**config.mk**
```make
export PLATFORM = sky130hd
export DESIGN_NAME = priority_interval_task_scheduler_core
export DESIGN_NICKNAME = d
export VERILOG_FILES = /design/src/rtl/pits_pkg.sv /design/src/rtl/pits_table.sv /design/src/rtl/pits_eval.sv /design/src/rtl/priority_interval_task_scheduler_core.sv
export SDC_FILE = /design/constraint.sdc
export NUM_CORES = 2
export LEC_CHECK = 0
export BUFFER_PORTS_ARGS = -buffer_cell sky130_fd_sc_hd__buf_2
export CAP_MARGIN = 20
export CORE_UTILIZATION = 48
export DETAILED_ROUTE_END_ITERATION = 8
export GPL_ROUTABILITY_DRIVEN = 0
export PLACE_DENSITY = 0.66
export REMOVE_ABC_BUFFERS = 1
export SYNTH_ARGS = -nofsm -noshare
export SYNTH_HDL_FRONTEND = slang
export SYNTH_SLANG_ARGS = --single-unit
```
**constraint.sdc**
```tcl
create_clock -name clk -period 8.3 [get_ports clk]
set_input_delay 0.83 -clock clk [delete_from_list [all_inputs] [get_ports clk]]
set_output_delay 0.83 -clock clk [all_outputs]
set_load 0.02 [all_outputs]
```
**src/rtl/pits_pkg.sv**
```systemverilog
`timescale 1ns / 1ps
`default_nettype none
// ----------------------------------------------------------------------------
// pits_pkg
// Types and codes shared by the priority interval task scheduler.
// ----------------------------------------------------------------------------
package pits_pkg;

  localparam int unsigned RESULT_LIMIT = 16;
  localparam int unsigned RES_CW       = $clog2(RESULT_LIMIT + 1);

  typedef enum logic [1:0] {
    CMD_TICK   = 2'd0,
    CMD_CREATE = 2'd1,
    CMD_KILL   = 2'd2
  } cmd_t;

  typedef enum logic [2:0] {
    EV_RUN       = 3'd0,
    EV_CREATED   = 3'd1,
    EV_FULL      = 3'd2,
    EV_KILLED    = 3'd3,
    EV_NOT_FOUND = 3'd4
  } event_t;

  typedef struct packed {
    logic [1:0]  command;
    logic [31:0] now_ms;
    logic [31:0] interval_ms;
    logic [3:0]  priority_req;
    logic [15:0] target_pid;
    logic        interrupt_pending;
  } in_item_t;

  typedef struct packed {
    logic [2:0]  event_res;
    logic [15:0] task_pid;
    logic        last;
  } out_item_t;

  typedef struct packed {
    logic [15:0] pid;
    logic [31:0] interval;
    logic [31:0] last_run;
    logic [3:0]  prio;
  } entry_t;

  typedef struct packed {
    logic due;
    logic prio_after;
    logic pid_hit;
  } eval_t;

endpackage
`default_nettype wire

```
**src/rtl/pits_table.sv**
```systemverilog
`timescale 1ns / 1ps
`default_nettype none
// ----------------------------------------------------------------------------
// pits_table
// Task table storage: one write port, one registered read port.
// ----------------------------------------------------------------------------
module pits_table #(
  parameter int unsigned TASK_SLOTS = 16,
  parameter int unsigned AW         = 4
) (
  input  wire logic             clk,
  input  wire logic             we,
  input  wire logic [AW-1:0]    waddr,
  input  wire pits_pkg::entry_t wdata,
  input  wire logic [AW-1:0]    raddr,
  output pits_pkg::entry_t      rdata
);
  import pits_pkg::*;

  entry_t mem [TASK_SLOTS];
  entry_t rdata_r;

  always_ff @(posedge clk) begin
    if (we) begin
      mem[waddr] <= wdata;
    end
  end

  always_ff @(posedge clk) begin
    rdata_r <= mem[raddr];
  end

  assign rdata = rdata_r;

endmodule
`default_nettype wire

```
**src/rtl/pits_eval.sv**
```systemverilog
`timescale 1ns / 1ps
`default_nettype none
// ----------------------------------------------------------------------------
// pits_eval
// Shared compare unit: due test, priority order and pid match on one entry.
// ----------------------------------------------------------------------------
module pits_eval (
  input  wire pits_pkg::entry_t entry,
  input  wire logic [31:0]      now_ms,
  input  wire logic [3:0]       prio,
  input  wire logic [15:0]      target_pid,
  output pits_pkg::eval_t       flags
);
  import pits_pkg::*;

  logic [31:0] elapsed;

  assign elapsed          = now_ms - entry.last_run;
  assign flags.due        = (elapsed >= entry.interval);
  assign flags.prio_after = (entry.prio > prio);
  assign flags.pid_hit    = (entry.pid == target_pid);

endmodule
`default_nettype wire

```
**src/rtl/priority_interval_task_scheduler_core.sv**
```systemverilog
`timescale 1ns / 1ps
`default_nettype none
// ----------------------------------------------------------------------------
// priority_interval_task_scheduler_core
// Priority-ordered periodic task table with create, kill and tick commands.
//
//   channel  ports                       handshake
//   input    start, busy, in_data        taken when start && !busy
//   result   out_valid, out_data         one-cycle strobe, always taken
//
// One table entry is read per cycle through the single table read port.
// Tick: every entry is scanned, then ST_FIN gives the last result; interrupt
// tick: the scan stops at the first due entry, held for the next tick. Kill:
// every entry is scanned. Create: entries with a larger prio shift up from the
// end, then ST_INS writes. Reset (rst_n low, synchronous) empties the table.
// busy drops in the cycle the last result is on the ports; no result stalls.
// ----------------------------------------------------------------------------
module priority_interval_task_scheduler_core #(
  parameter int unsigned TASK_SLOTS = 16
) (
  input  wire logic             clk,
  input  wire logic             rst_n,
  input  wire logic             start,
  output      logic             busy,
  input  wire pits_pkg::in_item_t in_data,
  output      logic             out_valid,
  output pits_pkg::out_item_t   out_data
);
  import pits_pkg::*;

  localparam int unsigned AW = (TASK_SLOTS > 1) ? $clog2(TASK_SLOTS) : 1;
  localparam int unsigned CW = $clog2(TASK_SLOTS + 1);
  localparam logic [AW-1:0] ONE_A = AW'(1);
  localparam logic [CW-1:0] ONE_C = CW'(1);
  localparam logic [CW-1:0] FULL_C = CW'(TASK_SLOTS);
  localparam logic [RES_CW-1:0] LIMIT_R = RES_CW'(RESULT_LIMIT);

  typedef enum logic [3:0] {
    ST_IDLE = 4'b0001,
    ST_SCAN = 4'b0010,
    ST_INS  = 4'b0100,
    ST_FIN  = 4'b1000
  } state_t;

  typedef enum logic [2:0] {
    OP_HOLD,
    OP_IRQ,
    OP_TICK,
    OP_CREATE,
    OP_KILL
  } op_t;

  state_t            state_r, state_nxt;
  op_t               op_r, op_nxt;
  logic [AW-1:0]     ptr_r, ptr_nxt;
  logic [CW-1:0]     cnt_r, cnt_nxt;
  logic [15:0]       next_pid_r, next_pid_nxt;
  logic              held_v_r, held_v_nxt;
  logic [AW-1:0]     held_slot_r, held_slot_nxt;
  logic              found_r, found_nxt;
  logic [AW-1:0]     kidx_r, kidx_nxt;
  logic              pend_v_r, pend_v_nxt;
  logic [15:0]       pend_pid_r, pend_pid_nxt;
  logic [RES_CW-1:0] nres_r, nres_nxt;
  logic [AW-1:0]     pos_r, pos_nxt;
  logic              out_valid_r, out_valid_nxt;
  out_item_t         out_data_r, out_data_nxt;
  logic [31:0]       now_r, now_nxt;
  logic [31:0]       intv_r, intv_nxt;
  logic [3:0]        prio_r, prio_nxt;
  logic [15:0]       target_r, target_nxt;

  logic              we;
  logic [AW-1:0]     waddr;
  entry_t            wdata;
  logic [AW-1:0]     raddr;
  entry_t            rdata;
  eval_t             ev;
  entry_t            new_entry;
  logic [AW-1:0]     last_idx;
  logic              fin;
  logic              hit;
  logic [AW-1:0]     kpos;

  pits_table #(
    .TASK_SLOTS (TASK_SLOTS),
    .AW         (AW)
  ) u_table (
    .clk   (clk),
    .we    (we),
    .waddr (waddr),
    .wdata (wdata),
    .raddr (raddr),
    .rdata (rdata)
  );

  pits_eval u_eval (
    .entry      (rdata),
    .now_ms     (now_r),
    .prio       (prio_r),
    .target_pid (target_r),
    .flags      (ev)
  );

  assign last_idx           = AW'(cnt_r - ONE_C);
  assign fin                = (ptr_r == last_idx);
  assign hit                = !found_r && ev.pid_hit;
  assign kpos               = hit ? ptr_r : kidx_r;
  assign new_entry.pid      = next_pid_r;
  assign new_entry.interval = intv_r;
  assign new_entry.last_run = now_r;
  assign new_entry.prio     = prio_r;

  always_comb begin
    state_nxt     = state_r;
    op_nxt        = op_r;
    ptr_nxt       = ptr_r;
    cnt_nxt       = cnt_r;
    next_pid_nxt  = next_pid_r;
    held_v_nxt    = held_v_r;
    held_slot_nxt = held_slot_r;
    found_nxt     = found_r;
    kidx_nxt      = kidx_r;
    pend_v_nxt    = pend_v_r;
    pend_pid_nxt  = pend_pid_r;
    nres_nxt      = nres_r;
    pos_nxt       = pos_r;
    out_valid_nxt = 1'b0;
    out_data_nxt  = out_data_r;
    now_nxt       = now_r;
    intv_nxt      = intv_r;
    prio_nxt      = prio_r;
    target_nxt    = target_r;
    we            = 1'b0;
    waddr         = ptr_r;
    wdata         = rdata;
    raddr         = ptr_r;

    unique case (state_r)
      ST_IDLE: begin
        if (start) begin
          now_nxt    = in_data.now_ms;
          intv_nxt   = in_data.interval_ms;
          prio_nxt   = in_data.priority_req;
          target_nxt = in_data.target_pid;
          unique case (in_data.command)
            CMD_TICK: begin
              if (held_v_r) begin
                held_v_nxt = 1'b0;
                if (CW'(held_slot_r) < cnt_r) begin
                  op_nxt    = OP_HOLD;
                  ptr_nxt   = held_slot_r;
                  raddr     = held_slot_r;
                  state_nxt = ST_SCAN;
                end
              end else if (cnt_r != '0) begin
                op_nxt     = in_data.interrupt_pending ? OP_IRQ : OP_TICK;
                ptr_nxt    = '0;
                raddr      = '0;
                nres_nxt   = '0;
                pend_v_nxt = 1'b0;
                state_nxt  = ST_SCAN;
              end
            end
            CMD_CREATE: begin
              if (cnt_r == FULL_C) begin
                out_valid_nxt          = 1'b1;
                out_data_nxt.event_res = EV_FULL;
                out_data_nxt.task_pid  = '0;
                out_data_nxt.last      = 1'b1;
              end else if (cnt_r == '0) begin
                pos_nxt   = '0;
                state_nxt = ST_INS;
              end else begin
                op_nxt    = OP_CREATE;
                ptr_nxt   = last_idx;
                raddr     = last_idx;
                state_nxt = ST_SCAN;
              end
            end
            CMD_KILL: begin
              if (cnt_r == '0) begin
                out_valid_nxt          = 1'b1;
                out_data_nxt.event_res = EV_NOT_FOUND;
                out_data_nxt.task_pid  = in_data.target_pid;
                out_data_nxt.last      = 1'b1;
              end else begin
                op_nxt    = OP_KILL;
                ptr_nxt   = '0;
                raddr     = '0;
                found_nxt = 1'b0;
                state_nxt = ST_SCAN;
              end
            end
            default: begin
            end
          endcase
        end
      end

      ST_SCAN: begin
        unique case (op_r)
          OP_HOLD: begin
            we                     = 1'b1;
            wdata.last_run         = now_r;
            out_valid_nxt          = 1'b1;
            out_data_nxt.event_res = EV_RUN;
            out_data_nxt.task_pid  = rdata.pid;
            out_data_nxt.last      = 1'b1;
            state_nxt              = ST_IDLE;
          end
          OP_IRQ: begin
            if (ev.due) begin
              held_v_nxt    = 1'b1;
              held_slot_nxt = ptr_r;
              state_nxt     = ST_IDLE;
            end else if (fin) begin
              state_nxt = ST_IDLE;
            end else begin
              ptr_nxt = ptr_r + ONE_A;
              raddr   = ptr_r + ONE_A;
            end
          end
          OP_TICK: begin
            if (ev.due && (nres_r < LIMIT_R)) begin
              we             = 1'b1;
              wdata.last_run = now_r;
              if (pend_v_r) begin
                out_valid_nxt          = 1'b1;
                out_data_nxt.event_res = EV_RUN;
                out_data_nxt.task_pid  = pend_pid_r;
                out_data_nxt.last      = 1'b0;
              end
              pend_v_nxt   = 1'b1;
              pend_pid_nxt = rdata.pid;
              nres_nxt     = nres_r + RES_CW'(1);
            end
            if (fin) begin
              state_nxt = ST_FIN;
            end else begin
              ptr_nxt = ptr_r + ONE_A;
              raddr   = ptr_r + ONE_A;
            end
          end
          OP_CREATE: begin
            if (ev.prio_after) begin
              we    = 1'b1;
              waddr = ptr_r + ONE_A;
              if (ptr_r == '0) begin
                pos_nxt   = '0;
                state_nxt = ST_INS;
              end else begin
                ptr_nxt = ptr_r - ONE_A;
                raddr   = ptr_r - ONE_A;
              end
            end else begin
              pos_nxt   = ptr_r + ONE_A;
              state_nxt = ST_INS;
            end
          end
          OP_KILL: begin
            if (found_r) begin
              we    = 1'b1;
              waddr = ptr_r - ONE_A;
            end
            if (hit) begin
              found_nxt = 1'b1;
              kidx_nxt  = ptr_r;
            end
            if (fin) begin
              state_nxt             = ST_IDLE;
              out_valid_nxt         = 1'b1;
              out_data_nxt.task_pid = target_r;
              out_data_nxt.last     = 1'b1;
              if (found_r || hit) begin
                cnt_nxt                = cnt_r - ONE_C;
                out_data_nxt.event_res = EV_KILLED;
                if (held_v_r) begin
                  if (held_slot_r == kpos) begin
                    held_v_nxt = 1'b0;
                  end else if (held_slot_r > kpos) begin
                    held_slot_nxt = held_slot_r - ONE_A;
                  end
                end
              end else begin
                out_data_nxt.event_res = EV_NOT_FOUND;
              end
            end else begin
              ptr_nxt = ptr_r + ONE_A;
              raddr   = ptr_r + ONE_A;
            end
          end
          default: begin
            state_nxt = ST_IDLE;
          end
        endcase
      end

      ST_INS: begin
        we                     = 1'b1;
        waddr                  = pos_r;
        wdata                  = new_entry;
        cnt_nxt                = cnt_r + ONE_C;
        if (held_v_r && (pos_r <= held_slot_r)) begin
          held_slot_nxt = held_slot_r + ONE_A;
        end
        out_valid_nxt          = 1'b1;
        out_data_nxt.event_res = EV_CREATED;
        out_data_nxt.task_pid  = next_pid_r;
        out_data_nxt.last      = 1'b1;
        next_pid_nxt           = next_pid_r + 16'd1;
        state_nxt              = ST_IDLE;
      end

      ST_FIN: begin
        if (pend_v_r) begin
          out_valid_nxt          = 1'b1;
          out_data_nxt.event_res = EV_RUN;
          out_data_nxt.task_pid  = pend_pid_r;
          out_data_nxt.last      = 1'b1;
        end
        pend_v_nxt = 1'b0;
        state_nxt  = ST_IDLE;
      end

      default: begin
        state_nxt = ST_IDLE;
      end
    endcase
  end

  always_ff @(posedge clk) begin
    if (!rst_n) begin
      state_r     <= ST_IDLE;
      op_r        <= OP_TICK;
      ptr_r       <= '0;
      cnt_r       <= '0;
      next_pid_r  <= '0;
      held_v_r    <= 1'b0;
      held_slot_r <= '0;
      found_r     <= 1'b0;
      kidx_r      <= '0;
      pend_v_r    <= 1'b0;
      nres_r      <= '0;
      pos_r       <= '0;
      out_valid_r <= 1'b0;
    end else begin
      state_r     <= state_nxt;
      op_r        <= op_nxt;
      ptr_r       <= ptr_nxt;
      cnt_r       <= cnt_nxt;
      next_pid_r  <= next_pid_nxt;
      held_v_r    <= held_v_nxt;
      held_slot_r <= held_slot_nxt;
      found_r     <= found_nxt;
      kidx_r      <= kidx_nxt;
      pend_v_r    <= pend_v_nxt;
      nres_r      <= nres_nxt;
      pos_r       <= pos_nxt;
      out_valid_r <= out_valid_nxt;
    end
  end

  always_ff @(posedge clk) begin
    pend_pid_r <= pend_pid_nxt;
    out_data_r <= out_data_nxt;
    now_r      <= now_nxt;
    intv_r     <= intv_nxt;
    prio_r     <= prio_nxt;
    target_r   <= target_nxt;
  end

  assign busy      = (state_r != ST_IDLE);
  assign out_valid = out_valid_r;
  assign out_data  = out_data_r;

endmodule
`default_nettype wire

```
==> metrics list <==
* Final critical path time including I/O delays and setup: 7.31 ns
- Data arrives at the worst endpoint at 7.76 ns.
- Hold Path Class: in -> reg
- Setup repair after global routing left no endpoint under its margin.
- The hold violation count in the final report is 0.
* Count of port buffers added during placement: 111
- First DRT Iteration DRCs: 4792
- After detailed routing, the number of remaining DRC violations is 0.
* Leakage power: 0.0261 uW
- The clock passes through at most 3 buffers.
- Comb pwr share: between 20 and 25%
- Registers are responsible for 45.7% of the overall power.
* Buffers inserted during post-CTS setup optimization: 0
- The critical path in this run is classified as reg -> reg.
* Clock insertion delay at the later pin of the skew report: 0.82 ns
* Wirelength per Cell: 23.2 um
* Area Overhead vs Synth: 13.1%
- Core footprint: 136000 um^2
- Largest net degree at the start of global routing: 128
* Number of gates resized after CTS: 0
- Type of element capturing the critical path: flop
- Boundary pin count: roughly 110
* Final Setup Violations: 0
- Clock-pin slew on the worst setup and hold paths: 0.06 ns
- The first TritonRoute pass finished after 7 iterations.
- Number of cells after detailed placement: 7095
- Final count of pins violating max slew: 0
* Critical Path Fanout Max: 39
* Dpl cell area: 68800 um^2
- Sw power: 7110 uW
- Fin crit share: 88.0%
- In this run switching power makes up a little under a third of total power.
- The via count of the first global-routing pass came to 40900.
- Commonest non-fill, non-tap cells in the layout: 1535 x nand2_1, 1464 x edfxtp_1, 544 x nand3_1, 334 x a21oi_1, 165 x clkbuf_16
- Vias post-DR: 42900
- The number of antenna violations at the first check in global routing is 1.
- Post-synthesis instance total: 5378
- In this run the clock root is driven by a clkbuf_16.
- Number of H-tree branching levels: 4
- Cell area after synthesis: 65700 um^2
- The clock network is responsible for 32.0% of the overall power.
* FFs w/ async S/R, synth: 0%
* Initial standard-cell utilization of the core: between 40 and 50%
* Worst setup skew after layout: 0.0595 ns
- Remaining number of nets flagged by the antenna check after routing: 0
* Most used DFF post-synth: edfxtp_1
- Number of distinct library cells after synthesis: 90
- Horiz. Die Dim: 372 um
- Number of standard-cell rows in the floorplan: around 140
- Counting flops and latches in the post-synthesis netlist gives 1601.
- Max-slew headroom: between 10 and 15%
- The tool flagged a number of max-cap violations equal to 0.
- Ratio of cells with drive above 1 in the final layout: 11.0%
* Wire length of the first global-routing pass: about 260 mm
* Die area: 138000 um^2
* Overflow left after global routing: 0
- Internal power comes to 16100 uW.
- After clock tree synthesis, the flow added hold-fix buffers numbering 0.
- Least-Margin Pin Slew: 1.29 ns
- Routed WL: 172 mm
* Layout Cell Area excl Fill: roughly 74000 um^2
* Total power density per cell area: 313 nW/um^2
- IR analysis of the VDD net gives a maximum drop of 0.000205 V.
- Vertical extent of the die: 372 um
- STA classifies the critical path startpoint as a flop.
- The average instance in the mapped netlist occupies roughly 12 um^2.
* Setup total negative slack: 0 ns
* Clock tree from TritonCTS: yes
* Required arrival time at the worst endpoint: 8.76 ns
- The clock drives 1601 sinks.
* Half-perimeter wire length after placement: 94.6 mm
* Yosys warning count: 0
- Clock tree synthesis inserted a total of roughly 160 buffers.
* Sequential-to-total area share from yosys stat: 71.1%
- In the final design database the tool counted 5665 nets.
- Leaving out filler cells and counting taps, the final layout contains around 7400.
- Commonest non-fill, non-tap cell in the layout: nand2_1
- Vias/cell: 5.79
- Total routing usage reported by global routing: 24.8%
- Yosys mapped a number of flops with a built-in enable equal to 1464.
* Outcome: complete, no violations
* Fmax: 0.137 GHz
## layout make-up
class / count / area (um^2)
fillers: 11000 / 61300
flip-flops and latches: 1601 / 46700
repair buffers: 244 / 2140
diodes: 2 / 5.00
well taps: 1781 / 2230
multi-input cells: 3369 / 17400
inverters: 103 / 387
clock buffers: 233 / 4570
clock inverters: 72 / 910
## synth_stat cells (13+ instances only)
master	count	area share, %
a21o_1	13	0.15
a21oi_1	335	2.6
a222oi_1	18	0.27
a31oi_1	13	0.12
and2_1	17	0.16
buf_2	157	1.2
buf_4	13	0.15
clkbuf_1	120	0.69
dfxtp_1	137	4.2
edfxtp_1	1464	67
ha_1	92	1.8
inv_1	99	0.57
mux2_2	34	0.58
nand2_1	1536	8.8
nand2b_1	23	0.22
nand3_1	544	4.1
nand4_1	100	0.95
nor2_1	105	0.60
nor2b_1	16	0.15
nor3_1	136	1.0
nor3_2	50	0.76
o21ai_0	97	0.74
xnor2_1	30	0.40
xor2_1	40	0.53
## logic make-up (layout without fill, tap and decap cells)
family          Yosys count  in the layout  synth area share, %
flops                  1601           1601                 71.1
fa+ha+maj                93             93                 1.78
simple gates           2579           2579                 17.4
xor+xnor                 72             72                 1.00
other cells               0              2                    0
buf+inv                 408            652                 2.76
mux                      46             46                0.765
compound gates          579            579                 5.22
## state kept, by name, summed over array words and instances (netlist names), 5 cells and up
name / count
cnt_r: 5
intv_r: 32
next_pid_r: 16
now_r: 32
nres_r: 5
out_data: 20
pend_pid_r: 16
target_r: 16
u_table.mem: 1344
u_table.rdata: 84
## power groups by stage
| stage | logic, uW | registers, uW | clock network, uW |
|---|---|---|---|
| after detailed placement | 5150 | 10800 | 0 |
| final | 5200 | 10600 | 7430 |
| after global placement | 5010 | 10800 | 0 |
| after floorplan | 3690 | 10700 | 0 |
| after CTS | 5170 | 10600 | 7520 |
| after global routing | 5730 | 10600 | 7830 |
## layer usage
| metal | GRT usage [%] | vias to the layer above | share of wire, % |
|---|---|---|---|
| met5 | 0 | - | 0 |
| met4 | 7.36 | 0 | 2.3 |
| met3 | 3.18 | 271 | 7.7 |
| met2 | 39.7 | 1868 | 47 |
| met1 | 35.5 | 21200 | 43 |
| li1 | - | 19500 | - |
## worst paths after layout
check,from,to,slack [ns],cells past startpoint
worst max register to register,now_r[1]$_DFFE_PP_,u_table.mem[0][24]$_DFFE_PP_,0.99,25
worst max-delay path,now_r[1]$_DFFE_PP_,u_table.mem[0][24]$_DFFE_PP_,0.99,25
worst min-delay path,in_data[27],intv_r[6]$_DFFE_PP_,0.19,1
worst min register to register,kidx_r[0]$_SDFFE_PN0P_,kidx_r[0]$_SDFFE_PN0P_,0.47,2
## metrics by stage
stage	util [%]	hold WS (ns)	setup slack (ns)	total power (uW)
floorplan	-	0.434	-14.78	14400
global route	54.8	0.168	0.451	24200
finish	54.8	0.194	0.994	23300
global placement	50.7	0.443	1.18	15800
CTS	54.8	0.141	1.05	23300
detailed placement	50.7	0.463	1.08	15900
## worst max-delay path, stage by stage, from the launching register on
cell,delay [ns]
edfxtp_1,0.44
ha_1,0.31
nor2b_1,0.13
o21ai_0,0.12
a21boi_0,0.47
o41ai_1,0.16
a31oi_1,0.36
o21ai_0,0.13
a31oi_1,0.36
o21ai_0,0.25
a31oi_1,0.31
mux2i_1,0.22
o311ai_0,0.16
ha_1,0.33
nand4_1,0.15
nor3_1,0.33
a22oi_1,0.14
nand3_1,0.13
a31oi_2,0.12
nor3_1,0.48
a211o_1,0.17
a21oi_1,0.15
nor2b_1,0.20
nand2b_1,0.26
nor2_4,0.64
buf_12,0.39
Note: power is estimated with default switching activity, not from simulation.
